==> config.mk <==
export PLATFORM = sky130hd
export DESIGN_NAME = program_driven_line_resampler_core
export DESIGN_NICKNAME = d
export VERILOG_FILES = /design/src/rtl/plr_pkg.sv /design/src/rtl/plr_ctrl.sv /design/src/rtl/plr_datapath.sv /design/src/rtl/program_driven_line_resampler_core.sv
export SDC_FILE = /design/constraint.sdc
export NUM_CORES = 1
export LEC_CHECK = 0
export BUFFER_PORTS_ARGS = -buffer_cell sky130_fd_sc_hd__clkbuf_2
export CORE_MARGIN = 2
export CORE_UTILIZATION = 40
export CTS_BUF_LIST = sky130_fd_sc_hd__clkbuf_4 sky130_fd_sc_hd__clkbuf_8
export CTS_CLUSTER_SIZE = 30
export DETAILED_ROUTE_END_ITERATION = 6
export PLACE_DENSITY_LB_ADDON = 0.1
export REMOVE_ABC_BUFFERS = 1
export SYNTH_ARGS = -nofsm -noshare
export SYNTH_HDL_FRONTEND = slang
export SYNTH_HIERARCHICAL = 1
export SYNTH_SLANG_ARGS = --single-unit
==> constraint.sdc <==
create_clock -name clk -period 3 [get_ports clk]
set_clock_uncertainty 0.05 [all_clocks]
set_input_delay 0.6 -clock clk [delete_from_list [all_inputs] [get_ports clk]]
set_output_delay 0.6 -clock clk [all_outputs]
set_load 0.02 [all_outputs]
==> src/rtl/plr_pkg.sv <==
// Shared types and constants for the program driven line resampler.
// Holds opcode codes, fixed field widths and the controller/datapath interface structs.
// No dependencies.
`timescale 1ns / 1ps
`default_nettype none

package plr_pkg;

    // Fixed widths of the item fields.
    localparam int COLOR_W = 4;
    localparam int DEST_W  = 10;
    localparam int PTR_W   = 5;
    localparam int BYTE_W  = 8;
    localparam int CFG_IDX_W = 2;
    localparam int CFG_DATA_W = 64;

    // Program storage is always 22 bytes wide (three registers).
    localparam int STORE_BYTES = 22;

    // Configuration register indexes.
    localparam logic [CFG_IDX_W-1:0] CFG_PROG_LO  = 2'd0;
    localparam logic [CFG_IDX_W-1:0] CFG_PROG_MID = 2'd1;
    localparam logic [CFG_IDX_W-1:0] CFG_PROG_HI  = 2'd2;

    // Program byte values as read from storage.
    localparam logic [BYTE_W-1:0] BYTE_RESTART = 8'd0;
    localparam logic [BYTE_W-1:0] BYTE_COPY    = 8'd1;
    localparam logic [BYTE_W-1:0] BYTE_REPL    = 8'd2;
    localparam logic [BYTE_W-1:0] BYTE_SKIP    = 8'd3;
    localparam logic [BYTE_W-1:0] HALF_SCALE_MIN = 8'd4;

    // Active operation codes held between items.
    localparam logic [1:0] OP_NONE = 2'd0;
    localparam logic [1:0] OP_COPY = 2'd1;
    localparam logic [1:0] OP_REPL = 2'd2;
    localparam logic [1:0] OP_SKIP = 2'd3;

    localparam logic [DEST_W-1:0] DEST_MAX = 10'd1023;

    // Commands from the controller to the datapath.
    typedef struct packed {
        logic load;        // latch the accepted item, apply line start
        logic half_step;   // toggle unit parity in half-scale mode
        logic count_step;  // consume one unit of the active copy or skip
        logic clear_op;    // drop any finished operation
        logic set_error;   // fetch limit hit: set the sticky error
        logic fetch_op;    // fetch an opcode byte
        logic fetch_arg;   // fetch an operand byte
        logic set_single;  // one result to emit
        logic emit;        // load the output register with one result
    } plr_cmd_t;

    // Status from the datapath to the controller.
    typedef struct packed {
        logic half_mode;
        logic parity_odd;
        logic copy_active;
        logic skip_active;
        logic fetch_limit;
        logic byte_has_arg;   // current byte is copy, skip or replicate
        logic arg_repl;       // latched opcode is replicate
        logic byte_zero;      // current byte is zero
        logic rep_last;       // one result left to emit
        logic out_free;       // output register can take a result
    } plr_status_t;

endpackage

`default_nettype wire

==> src/rtl/plr_ctrl.sv <==
// Sequencing state machine of the line resampler.
// Depends on plr_pkg for the command and status structs.
`timescale 1ns / 1ps
`default_nettype none

module plr_ctrl
(
    input  wire logic                 clk,
    input  wire logic                 rst_n,
    input  wire logic                 in_valid,
    output logic                      in_ready,
    input  wire plr_pkg::plr_status_t status,
    output plr_pkg::plr_cmd_t         cmd
);

    localparam logic [2:0] ST_IDLE      = 3'd0;
    localparam logic [2:0] ST_DISPATCH  = 3'd1;
    localparam logic [2:0] ST_FETCH_OP  = 3'd2;
    localparam logic [2:0] ST_FETCH_ARG = 3'd3;
    localparam logic [2:0] ST_EMIT      = 3'd4;

    logic [2:0] state_reg;
    logic [2:0] state_next;

    // Next state and command decode.
    always_comb
    begin
        state_next = state_reg;
        cmd        = '0;
        in_ready   = 1'b0;
        case (state_reg)
            ST_IDLE:
            begin
                in_ready = 1'b1;
                if (in_valid)
                begin
                    cmd.load   = 1'b1;
                    state_next = ST_DISPATCH;
                end
            end
            ST_DISPATCH:
            begin
                if (status.half_mode)
                begin
                    cmd.half_step = 1'b1;
                    if (!status.parity_odd)
                    begin
                        cmd.set_single = 1'b1;
                        state_next     = ST_EMIT;
                    end
                    else
                    begin
                        state_next = ST_IDLE;
                    end
                end
                else if (status.copy_active)
                begin
                    cmd.count_step = 1'b1;
                    cmd.set_single = 1'b1;
                    state_next     = ST_EMIT;
                end
                else if (status.skip_active)
                begin
                    cmd.count_step = 1'b1;
                    state_next     = ST_IDLE;
                end
                else
                begin
                    cmd.clear_op = 1'b1;
                    if (status.fetch_limit)
                    begin
                        cmd.set_error = 1'b1;
                        state_next    = ST_IDLE;
                    end
                    else
                    begin
                        state_next = ST_FETCH_OP;
                    end
                end
            end
            ST_FETCH_OP:
            begin
                cmd.fetch_op = 1'b1;
                state_next   = status.byte_has_arg ? ST_FETCH_ARG : ST_DISPATCH;
            end
            ST_FETCH_ARG:
            begin
                cmd.fetch_arg = 1'b1;
                if (status.arg_repl)
                begin
                    state_next = status.byte_zero ? ST_IDLE : ST_EMIT;
                end
                else
                begin
                    state_next = ST_DISPATCH;
                end
            end
            ST_EMIT:
            begin
                if (status.out_free)
                begin
                    cmd.emit = 1'b1;
                    if (status.rep_last)
                    begin
                        state_next = ST_IDLE;
                    end
                end
            end
            default:
            begin
                state_next = ST_IDLE;
            end
        endcase
    end

    // State register.
    always_ff @(posedge clk or negedge rst_n)
    begin
        if (!rst_n)
        begin
            state_reg <= ST_IDLE;
        end
        else
        begin
            state_reg <= state_next;
        end
    end

endmodule

`default_nettype wire

==> src/rtl/plr_datapath.sv <==
// Datapath of the line resampler: program storage, pointer, counters and output register.
// Depends on plr_pkg for constants and the command and status structs.
`timescale 1ns / 1ps
`default_nettype none

module plr_datapath
#(
    parameter int PROGRAM_BYTES = 22,
    parameter int MAX_REPLICATE = 64,
    parameter int MAX_FETCHES   = 44
)
(
    input  wire logic                                clk,
    input  wire logic                                rst_n,
    input  wire plr_pkg::plr_cmd_t                   cmd,
    output plr_pkg::plr_status_t                     status,
    input  wire logic                                cfg_write,
    input  wire logic [plr_pkg::CFG_IDX_W-1:0]       cfg_index,
    input  wire logic [plr_pkg::CFG_DATA_W-1:0]      cfg_data,
    input  wire logic [plr_pkg::COLOR_W-1:0]         in_color,
    input  wire logic                                in_line_start,
    output logic                                     out_valid,
    input  wire logic                                out_ready,
    output logic [plr_pkg::COLOR_W-1:0]              out_color,
    output logic [plr_pkg::DEST_W-1:0]               out_dest,
    output logic                                     out_last,
    output logic                                     out_error
);

    localparam int FCNT_W = $clog2(MAX_FETCHES + 2);
    localparam int REP_W  = $clog2(MAX_REPLICATE + 1);
    localparam int HI_W   = (plr_pkg::STORE_BYTES - 16) * plr_pkg::BYTE_W;

    // Program registers.
    logic [63:0]     prog_lo_reg;
    logic [63:0]     prog_mid_reg;
    logic [HI_W-1:0] prog_hi_reg;

    // Walk state.
    logic [plr_pkg::PTR_W-1:0]   ptr_reg,    ptr_next;
    logic [1:0]                  op_reg,     op_next;
    logic [1:0]                  fop_reg,    fop_next;
    logic [7:0]                  rem_reg,    rem_next;
    logic [plr_pkg::DEST_W-1:0]  dest_reg,   dest_next;
    logic                        parity_reg, parity_next;
    logic                        error_reg,  error_next;
    logic [FCNT_W-1:0]           fcnt_reg,   fcnt_next;
    logic [REP_W-1:0]            rep_reg,    rep_next;
    logic [plr_pkg::COLOR_W-1:0] color_reg,  color_next;

    // Output register.
    logic                        ovalid_reg, ovalid_next;
    logic [plr_pkg::COLOR_W-1:0] ocolor_reg, ocolor_next;
    logic [plr_pkg::DEST_W-1:0]  odest_reg,  odest_next;
    logic                        olast_reg,  olast_next;
    logic                        oerr_reg,   oerr_next;

    logic [plr_pkg::BYTE_W-1:0]  prog_byte_w [plr_pkg::STORE_BYTES];
    logic [plr_pkg::BYTE_W-1:0]  cur_byte;
    logic [plr_pkg::PTR_W-1:0]   ptr_inc;
    logic [plr_pkg::PTR_W-1:0]   ptr_wrap;
    logic [REP_W-1:0]            rep_clamp;
    logic                        out_free;

    // Byte view of the program registers.
    always_comb
    begin
        for (int i = 0; i < plr_pkg::STORE_BYTES; i++)
        begin
            if (i < 8)
            begin
                prog_byte_w[i] = prog_lo_reg[i*8 +: 8];
            end
            else if (i < 16)
            begin
                prog_byte_w[i] = prog_mid_reg[(i-8)*8 +: 8];
            end
            else
            begin
                prog_byte_w[i] = prog_hi_reg[(i-16)*8 +: 8];
            end
        end
    end

    assign cur_byte = (ptr_reg < plr_pkg::PTR_W'(plr_pkg::STORE_BYTES)) ?
                      prog_byte_w[ptr_reg] : '0;

    // Pointer advance with wrap at the program length.
    assign ptr_inc  = ptr_reg + 1'b1;
    assign ptr_wrap = (ptr_inc >= plr_pkg::PTR_W'(PROGRAM_BYTES)) ? '0 : ptr_inc;

    // Replicate count clamped to its ceiling.
    assign rep_clamp = (cur_byte > 8'(MAX_REPLICATE)) ? REP_W'(MAX_REPLICATE)
                                                      : REP_W'(cur_byte);

    assign out_free = !ovalid_reg || out_ready;

    // Status toward the controller.
    always_comb
    begin
        status              = '0;
        status.half_mode    = (prog_byte_w[0] >= plr_pkg::HALF_SCALE_MIN);
        status.parity_odd   = parity_reg;
        status.copy_active  = (rem_reg != 8'd0) && (op_reg == plr_pkg::OP_COPY);
        status.skip_active  = (rem_reg != 8'd0) && (op_reg == plr_pkg::OP_SKIP);
        status.fetch_limit  = (fcnt_reg >= FCNT_W'(MAX_FETCHES));
        status.byte_has_arg = (cur_byte == plr_pkg::BYTE_COPY) ||
                              (cur_byte == plr_pkg::BYTE_SKIP) ||
                              (cur_byte == plr_pkg::BYTE_REPL);
        status.arg_repl     = (fop_reg == plr_pkg::OP_REPL);
        status.byte_zero    = (cur_byte == 8'd0);
        status.rep_last     = (rep_reg == REP_W'(1));
        status.out_free     = out_free;
    end

    // Next-state logic of the walk and output registers.
    always_comb
    begin
        ptr_next    = ptr_reg;
        op_next     = op_reg;
        fop_next    = fop_reg;
        rem_next    = rem_reg;
        dest_next   = dest_reg;
        parity_next = parity_reg;
        error_next  = error_reg;
        fcnt_next   = fcnt_reg;
        rep_next    = rep_reg;
        color_next  = color_reg;
        ovalid_next = ovalid_reg;
        ocolor_next = ocolor_reg;
        odest_next  = odest_reg;
        olast_next  = olast_reg;
        oerr_next   = oerr_reg;

        if (ovalid_reg && out_ready)
        begin
            ovalid_next = 1'b0;
        end

        if (cmd.load)
        begin
            color_next = in_color;
            fcnt_next  = '0;
            if (in_line_start)
            begin
                ptr_next    = '0;
                op_next     = plr_pkg::OP_NONE;
                rem_next    = 8'd0;
                dest_next   = '0;
                parity_next = 1'b0;
            end
        end

        if (cmd.half_step)
        begin
            parity_next = !parity_reg;
        end

        if (cmd.count_step)
        begin
            rem_next = rem_reg - 8'd1;
            if (rem_reg == 8'd1)
            begin
                op_next = plr_pkg::OP_NONE;
            end
        end

        if (cmd.clear_op)
        begin
            op_next  = plr_pkg::OP_NONE;
            rem_next = 8'd0;
        end

        if (cmd.set_error)
        begin
            error_next = 1'b1;
        end

        if (cmd.set_single)
        begin
            rep_next = REP_W'(1);
        end

        // Opcode fetch: a restart byte sends the pointer back to byte zero.
        if (cmd.fetch_op)
        begin
            fcnt_next = fcnt_reg + 1'b1;
            fop_next  = cur_byte[1:0];
            ptr_next  = (cur_byte == plr_pkg::BYTE_RESTART) ? '0 : ptr_wrap;
        end

        // Operand fetch: starts a copy or skip run, or sets a replicate count.
        if (cmd.fetch_arg)
        begin
            fcnt_next = fcnt_reg + 1'b1;
            ptr_next  = ptr_wrap;
            if (fop_reg == plr_pkg::OP_REPL)
            begin
                rep_next = rep_clamp;
            end
            else
            begin
                rem_next = cur_byte;
                op_next  = (cur_byte != 8'd0) ? fop_reg : plr_pkg::OP_NONE;
            end
        end

        // One result into the output register; the position saturates.
        if (cmd.emit)
        begin
            ovalid_next = 1'b1;
            ocolor_next = color_reg;
            odest_next  = dest_reg;
            olast_next  = (rep_reg == REP_W'(1));
            oerr_next   = error_reg;
            rep_next    = rep_reg - 1'b1;
            if (dest_reg < plr_pkg::DEST_MAX)
            begin
                dest_next = dest_reg + 1'b1;
            end
        end
    end

    // Configuration writes; indexes past the list are ignored.
    always_ff @(posedge clk or negedge rst_n)
    begin
        if (!rst_n)
        begin
            prog_lo_reg  <= '0;
            prog_mid_reg <= '0;
            prog_hi_reg  <= '0;
        end
        else if (cfg_write)
        begin
            case (cfg_index)
                plr_pkg::CFG_PROG_LO:  prog_lo_reg  <= cfg_data;
                plr_pkg::CFG_PROG_MID: prog_mid_reg <= cfg_data;
                plr_pkg::CFG_PROG_HI:  prog_hi_reg  <= cfg_data[HI_W-1:0];
                default:
                begin
                end
            endcase
        end
    end

    // Control state registers.
    always_ff @(posedge clk or negedge rst_n)
    begin
        if (!rst_n)
        begin
            ptr_reg    <= '0;
            op_reg     <= plr_pkg::OP_NONE;
            rem_reg    <= 8'd0;
            dest_reg   <= '0;
            parity_reg <= 1'b0;
            error_reg  <= 1'b0;
            fcnt_reg   <= '0;
            rep_reg    <= '0;
            ovalid_reg <= 1'b0;
        end
        else
        begin
            ptr_reg    <= ptr_next;
            op_reg     <= op_next;
            rem_reg    <= rem_next;
            dest_reg   <= dest_next;
            parity_reg <= parity_next;
            error_reg  <= error_next;
            fcnt_reg   <= fcnt_next;
            rep_reg    <= rep_next;
            ovalid_reg <= ovalid_next;
        end
    end

    // Payload registers.
    always_ff @(posedge clk)
    begin
        fop_reg    <= fop_next;
        color_reg  <= color_next;
        ocolor_reg <= ocolor_next;
        odest_reg  <= odest_next;
        olast_reg  <= olast_next;
        oerr_reg   <= oerr_next;
    end

    assign out_valid = ovalid_reg;
    assign out_color = ocolor_reg;
    assign out_dest  = odest_reg;
    assign out_last  = olast_reg;
    assign out_error = oerr_reg;

`ifndef SYNTHESIS
    // A result is only loaded when the output register can take it.
    a_emit_free: assert property (@(posedge clk) disable iff (!rst_n)
        cmd.emit |-> out_free)
        else $error("result loaded over a pending result");

    // The pointer stays inside the program.
    a_ptr_range: assert property (@(posedge clk) disable iff (!rst_n)
        ptr_reg < plr_pkg::PTR_W'(PROGRAM_BYTES))
        else $error("byte pointer beyond program length");

    // The fetch count overshoots the limit by at most one operand byte.
    a_fcnt_range: assert property (@(posedge clk) disable iff (!rst_n)
        fcnt_reg <= FCNT_W'(MAX_FETCHES + 1))
        else $error("fetch counter beyond limit");

    // Pending result count never exceeds the replicate ceiling.
    a_rep_range: assert property (@(posedge clk) disable iff (!rst_n)
        rep_reg <= REP_W'(MAX_REPLICATE))
        else $error("replicate count beyond ceiling");

    // The error flag is sticky.
    a_err_sticky: assert property (@(posedge clk) disable iff (!rst_n)
        error_reg |=> error_reg)
        else $error("sticky error cleared");
`endif

endmodule

`default_nettype wire

==> src/rtl/program_driven_line_resampler_core.sv <==
// Top level of the program driven line resampler.
// Instantiates plr_ctrl and plr_datapath; uses plr_pkg for shared types.
//
// Channel  Direction  Handshake                Payload
// s_*      in         s_tvalid / s_tready      tdata: pixel_color; tuser: line_start
// m_*      out        m_tvalid / m_tready      tdata: out_color, dest_index;
//                                              tlast: last_of_run; tuser: program_error
// cfg_*    in         cfg_valid / cfg_ready    cfg_index, cfg_data (program registers)
//
// One item at a time: the item is accepted, then each opcode pass has a dispatch step
// and a fetch per program byte (up to MAX_FETCHES plus one operand before a drop).
// A copied unit gives one result and a skipped unit none; a replicate of n gives one
// result per cycle while the output register is free.
// The output register lets the next item be accepted while a result waits.
// rst_n is asynchronous; configuration is taken every cycle, no clearing pass.
`timescale 1ns / 1ps
`default_nettype none

module program_driven_line_resampler_core
#(
    parameter int PROGRAM_BYTES = 22,
    parameter int MAX_REPLICATE = 64,
    parameter int MAX_FETCHES   = 44
)
(
    input  wire logic        clk,
    input  wire logic        rst_n,
    input  wire logic        s_tvalid,
    output logic             s_tready,
    input  wire logic [7:0]  s_tdata,   // [3:0] pixel_color, [7:4] zero
    input  wire logic        s_tuser,   // [0] line_start
    output logic             m_tvalid,
    input  wire logic        m_tready,
    output logic [15:0]      m_tdata,   // [3:0] out_color, [13:4] dest_index, [15:14] zero
    output logic             m_tlast,   // last_of_run
    output logic             m_tuser,   // [0] program_error
    input  wire logic        cfg_valid,
    output logic             cfg_ready,
    input  wire logic [1:0]  cfg_index,
    input  wire logic [63:0] cfg_data
);

    plr_pkg::plr_cmd_t    cmd;
    plr_pkg::plr_status_t status;

    logic [plr_pkg::COLOR_W-1:0] out_color;
    logic [plr_pkg::DEST_W-1:0]  out_dest;

    // Configuration is always accepted.
    assign cfg_ready = 1'b1;

    plr_ctrl u_ctrl
    (
        .clk      (clk),
        .rst_n    (rst_n),
        .in_valid (s_tvalid),
        .in_ready (s_tready),
        .status   (status),
        .cmd      (cmd)
    );

    plr_datapath
    #(
        .PROGRAM_BYTES (PROGRAM_BYTES),
        .MAX_REPLICATE (MAX_REPLICATE),
        .MAX_FETCHES   (MAX_FETCHES)
    )
    u_datapath
    (
        .clk           (clk),
        .rst_n         (rst_n),
        .cmd           (cmd),
        .status        (status),
        .cfg_write     (cfg_valid && cfg_ready),
        .cfg_index     (cfg_index),
        .cfg_data      (cfg_data),
        .in_color      (s_tdata[3:0]),
        .in_line_start (s_tuser),
        .out_valid     (m_tvalid),
        .out_ready     (m_tready),
        .out_color     (out_color),
        .out_dest      (out_dest),
        .out_last      (m_tlast),
        .out_error     (m_tuser)
    );

    // Pack the result fields, lowest field first.
    assign m_tdata = {2'b00, out_dest, out_color};

endmodule

`default_nettype wire
* Yosys cells after proc, flatten, opt, wreduce, memory -nomap -nowiden
Cells that the tools add are included.
Storage, ports and cells: register bits 242, input port bits 80, output and inout bits 21, word-level logic and storage cells 145
Cells by class: add/subtract/negate cells 5, magnitude comparators 7, eq/ne operators 17, muxes and demuxes 72, bitwise operators 1, reductions and logical operators 24
Operator list (number):
- 8-bit 2-to-1 mux | 9
- 8-bit binary-select mux with 5-bit select | 1
- 10-bit 2-to-1 mux | 4
- 7-bit 2-to-1 mux | 5
- 5-bit 2-to-1 mux | 6
- 3-bit 2-to-1 mux | 9
- 2-bit 2-to-1 mux | 13
- 1-bit 2-to-1 mux | 20
- 6-bit 2-to-1 mux | 3
- 8-bit by 1-bit equality test with 1-bit output (second input constant) | 2
- 8-bit by 2-bit equality test with 1-bit output (second input constant) | 2
- 8-bit nonzero test | 2
- 3-bit one-hot mux with 5 select lines | 1
- 6-bit greater-or-equal comparator (second input constant) | 2
- 10-bit by 1-bit adder with 10-bit output (second input constant) | 1
- 10-bit less-than comparator (second input constant) | 1
- 2-bit AND reduction | 5
- 8-bit by 3-bit greater-or-equal comparator with 1-bit output (second input constant) | 1
- 8-bit by 7-bit > comparator with 1-bit output (second input constant) | 1
- 8-bit zero test | 1
- 8-bit by 1-bit subtractor with 8-bit output (second input constant) | 1
- 7-bit by 1-bit equality test with 1-bit output (second input constant) | 1
- 7-bit by 1-bit subtractor with 7-bit output (second input constant) | 1
- 6-bit by 1-bit adder with 6-bit output (second input constant) | 1
- other kinds (20) | 33

* Depth between registers and ports, before layout
depth in word-level cells 10, depth in mapped cells 13, mapped depth without buffers 11

* Modules after synthesis
Netlist, hierarchy kept.
By module, submodules not included:
- plr_datapath | times used 1, cells an instance 841, area each 11128.2 um2, sequential area each 6090.8 um2
- plr_ctrl | times used 1, cells an instance 31, area each 252.7 um2, sequential area each 75.1 um2
- program_driven_line_resampler_core | times used 1, cells an instance 5, area each 30.0 um2, sequential area each 0.0 um2

* Worst setup path before layout
Ideal clock, no wire load.
path type input to register, from in m_tready, to reg u_datapath/dest_reg[5] in the netlist's numbering, setup time 0.127 ns, arrival 3.129 ns, required time 2.823 ns, setup slack -0.306 ns, cell stages on the path 9, path buffers 1, path through nand2b_1 > buf_4 > nand2_1 > nor3_1 > nand2_1 > nor2_1 > nand3_1 > nand3_1 > o21ai_0
RTL lines:
- start: declaration | line program_driven_line_resampler_core.sv:33 | input wire logic m_tready,
- end signal: assignment | line plr_datapath.sv:266 | dest_reg <= dest_next;
- end: declaration | line plr_datapath.sv:44 | logic [plr_pkg::DEST_W-1:0] dest_reg, dest_next;

* Worst setup path after layout
from reg u_datapath/ptr_reg[0] in the netlist's numbering, to reg u_datapath/ptr_reg[2] in the netlist's numbering
Between the ends: longest elaborated chain between the ends 9, elaborated cells between the ends (all ways) 13, classes of those cells 1 x add/sub; 2 x order compare; 8 x mux; 1 x bitwise; 1 x reduce/logical
RTL lines:
- start: declaration | line plr_datapath.sv:40 | logic [plr_pkg::PTR_W-1:0] ptr_reg, ptr_next;
- start signal: assignment | line plr_datapath.sv:263 | ptr_reg <= ptr_next;
- 5-bit NOT with 6-bit output (implied by the code) | line plr_datapath.sv:86 | prog_byte_w[ptr_reg] : '0;
- 8-bit binary-select mux with 5-bit select | line plr_datapath.sv:86
- 8-bit 2-to-1 mux (implied by the code) (2 in a row) | line plr_datapath.sv:86
- 8-bit 2-to-1 mux | line plr_datapath.sv:85 | assign cur_byte = (ptr_reg < plr_pkg::PTR_W'(plr_pkg::STORE_BYTES)) ?
- 8-bit zero test | line plr_datapath.sv:189 | ptr_next = (cur_byte == plr_pkg::BYTE_RESTART) ? '0 : ptr_wrap;
- 5-bit 2-to-1 mux | line plr_datapath.sv:189
- 5-bit 2-to-1 mux | line plr_datapath.sv:185 | if (cmd.fetch_op)
- 5-bit 2-to-1 mux * | line plr_datapath.sv:193 | if (cmd.fetch_arg)
Mark *: on every way between the ends. The rest lies on a longest branch, timed or not. The select of a mux whose other input is x is not followed. A chain may end at the register's enable or synchronous reset.

==> results_dict.tcl <==
set metrics [dict create \
    cp_max_fo 27 \
    vias 7469 \
    core.rowCount 61 \
    r2r_cells 9 \
    yosysWarnings 6 \
    antenna_found_initial 0 \
    drv_cap 0 \
    pwr_density_cell_mw_per_mm2 717.6 \
    yosysUniqueCellTypes 60 \
    synth_common_cells "dfrtp_1 (220), mux2_2 (179), nand2_1 (55)" \
    worstPathArrival_ps 3120 \
    fillCellCount 2586 \
    clockRootBuffer "clkbuf_8" \
    core_sq_mm 0.02793 \
    initial_core_util 0.4085 \
    dr.pass1.iters 5 \
    grt_overflow_total 0 \
    syn_inst 877 \
    cp_data_required_time_ps 3370 \
    dpl.hpwl_um 17650 \
    cts_buffers 45 \
    wl_met1_um 12800 \
    fmax_ghz 0.3636 \
    viasPerCell 5.264 \
    die_h_um 172.9 \
    io_buffer_count 93 \
    ys_seq_area_frac 0.5404 \
    drt_iter0_drc 386 \
    hold_viol 0 \
    end_kind "flip-flop" \
    die_w_um 172.9 \
    period_needed_ps 2750 \
    grt_pass1_vias 7764 \
    min_from "s_tdata[3]" \
    clk_pin_slew_worst_paths_ps 60 \
    top_layer_used "met4" \
    cts_max_level 2 \
    ys_seq_elements 242 \
    wl_met2_um 12030 \
    synth_edf_count 22 \
    min_period_over_period 0.9168 \
    r2r-end "u_datapath/ptr_reg[2]$_DFFE_PN0P_" \
    rsz0062_at_grt "false" \
    io_pins 101 \
    grt_pass1_wl_um 43650 \
    drc 0 \
    synth_area_per_cell_sq_um 13.01 \
    syn-cell-area_sq_mm 0.01141 \
    placed_cells 1337 \
    power_mw 9.695 \
    r2r_setup_slack_ps 250 \
    status "completed" \
    grtUsageTotal 0.1815 \
    cp-startpoint "u_datapath/ptr_reg[0]$_DFFE_PN0P_" \
    drtAntennaViolNets 0 \
    numClockSinks 242 \
    crit_path_start_kind "flip-flop" \
    place_congestion 0.8130 \
    leakage_nw 5.688 \
    drive_above_1_share 0.4044 \
    wl_per_cell_um 18.65 \
    antenna_cells 0 \
    worstSetupPathType "flip-flop to flip-flop" \
    holdPathEnd "u_datapath/color_reg[3]$_DFFE_PP_" \
    fin_nets 1096 \
    cts_tree "built" \
    yosysMostFrequentCell "dfrtp_1" \
    synth-async-reset-ratio 0.9091 \
    synth_area_leaders "dfrtp_1 (48%), mux2_2 (18%), edfxtp_1 (5.8%), mux2i_1 (4.2%), mux4_2 (2.8%)" \
    hold_depth 1 \
    hp-class "primary input to flip-flop" \
    synth_ff_type "dfrtp_1" \
    reg2reg_from "u_datapath/ptr_reg[0]$_DFFE_PN0P_" \
    wl_met3_um 1054 \
    wirelength_um 26460 \
    setup_viol_count_final 0 \
    ir_drop_uv 364.1 \
    tightestPinTransition_ps 614.3 \
    grt_start_max_net_pins 65 \
    area_growth_pct 18.40 \
    slew_headroom 0.5870 \
    synth_top_cell_area_share 0.4825 \
    cts_buffer_depth 3 \
    stdcell_count 1419 \
    clock_latency_ps 550 \
    die-area_sq_mm 0.02989 \
    slew_violations 0 \
    yosys.area.top_type "dfrtp_1" \
]
[how the worst max path moves through the flow]
stage                                                  to  depth (start not counted)  slack (ps)
floorplan           u_datapath/prog_lo_reg[0]$_DFFE_PN0P_                          2       -3090
global placement        u_datapath/ptr_reg[2]$_DFFE_PN0P_                          9         270
detailed placement      u_datapath/ptr_reg[2]$_DFFE_PN0P_                          9         260
CTS                     u_datapath/ptr_reg[2]$_DFFE_PN0P_                          9         240
global route            u_datapath/ptr_reg[2]$_DFFE_PN0P_                          9          90
finish                  u_datapath/ptr_reg[2]$_DFFE_PN0P_                          9         250
[worst max-delay path, cell delays in order, from the launching register on]
cell and delay, ps:
dfrtp_2 410, buf_12 240, mux4_1 620, o2bb2ai_1 160, nand2_1 80, nand3_2 180
nor4_4 290, nand3_2 180, a21oi_4 250, o221ai_2 130
[through the flow]
step | worst slack, ps | utilization | hold slack (ps) | setup TNS (ps) | cell area, sq um
floorplan | -3093 | - | 254.4 | -232810 | 11150
global placement | 269.1 | 0.4481 | 351.7 | 0 | 12520
detailed placement | 262.5 | 0.4481 | 356.1 | 0 | 12520
CTS | 244.2 | 0.4837 | 154.9 | 0 | 13510
global route | 92.08 | 0.4837 | 153.6 | 0 | 13510
finish | 249.6 | 0.4837 | 189.7 | 0 | 13510
[layout by cell type, fill, tap and decap left out, types with 5 or more instances in the layout]
cell type	count
nor2_1	32
o31ai_1	7
nand3_1	27
nand2b_1	6
clkbuf_2	92
nor2b_1	10
a221oi_1	6
clkbuf_8	55
mux4_1	6
and3_1	5
clkbuf_4	17
o2bb2ai_1	7
buf_4	30
nand4_1	8
dfrtp_1	218
xor2_1	6
mux2i_1	48
buf_12	9
inv_1	17
o21ai_0	26
ha_1	9
and2_1	6
edfxtp_1	22
nand2_1	55
mux2_2	179
xnor2_1	5
clkinv_2	6
a21oi_1	21
mux4_2	14
a22oi_1	16
nor3_1	8
[layout make-up]
class                      instances  area, sq um  area share
tap                              378        473.0     0.03501
clock buffer                      72        884.6     0.06547
sequential                       242         6168      0.4566
clock inverter                     9        98.84    0.007316
inverter                          17        63.81    0.004723
timing repair buffer             133        890.9     0.06594
multi-input combinational        568         4931      0.3650
[repair_timing]
item	4_1_cts	5_1_grt
setup buffers	0	0
hold endpoints to repair	43	0
hold buffers	1	0
resized for setup	0	0
[logic make-up (layout without fill, tap and decap cells)]
| group | count (synthesis) | in the layout | synth area share |
|---|---|---|---|
| muxes | 247 | 247 | 0.2602 |
| DFF | 242 | 242 | 0.5404 |
| and+or+nand+nor | 185 | 185 | 0.08443 |
| AOI/OAI and AO/OA | 113 | 113 | 0.06732 |
| buffers and inverters | 68 | 231 | 0.02873 |
| xor gates and xnor gates | 11 | 11 | 0.008443 |
| adders and majority gates | 9 | 9 | 0.009869 |
| other | 2 | 3 | 0.0006581 |
[per-layer routing]
| metal | vias to the layer above | GRT usage |
|---|---|---|
| met5 | - | 0 |
| met4 | 0 | 0.05120 |
| met3 | 44 | 0.02946 |
| met2 | 166 | 0.2820 |
| met1 | 3753 | 0.2637 |
| li1 | 3506 | - |
[power by group]
group | total (mW) | switching [mW] | internal (mW)
sequential | 4.30 | 0.351 | 3.95
combinational | 1.98 | 1.00 | 0.979
clock | 3.41 | 1.37 | 2.04
No activity file was read; power rests on OpenSTA's default activity.
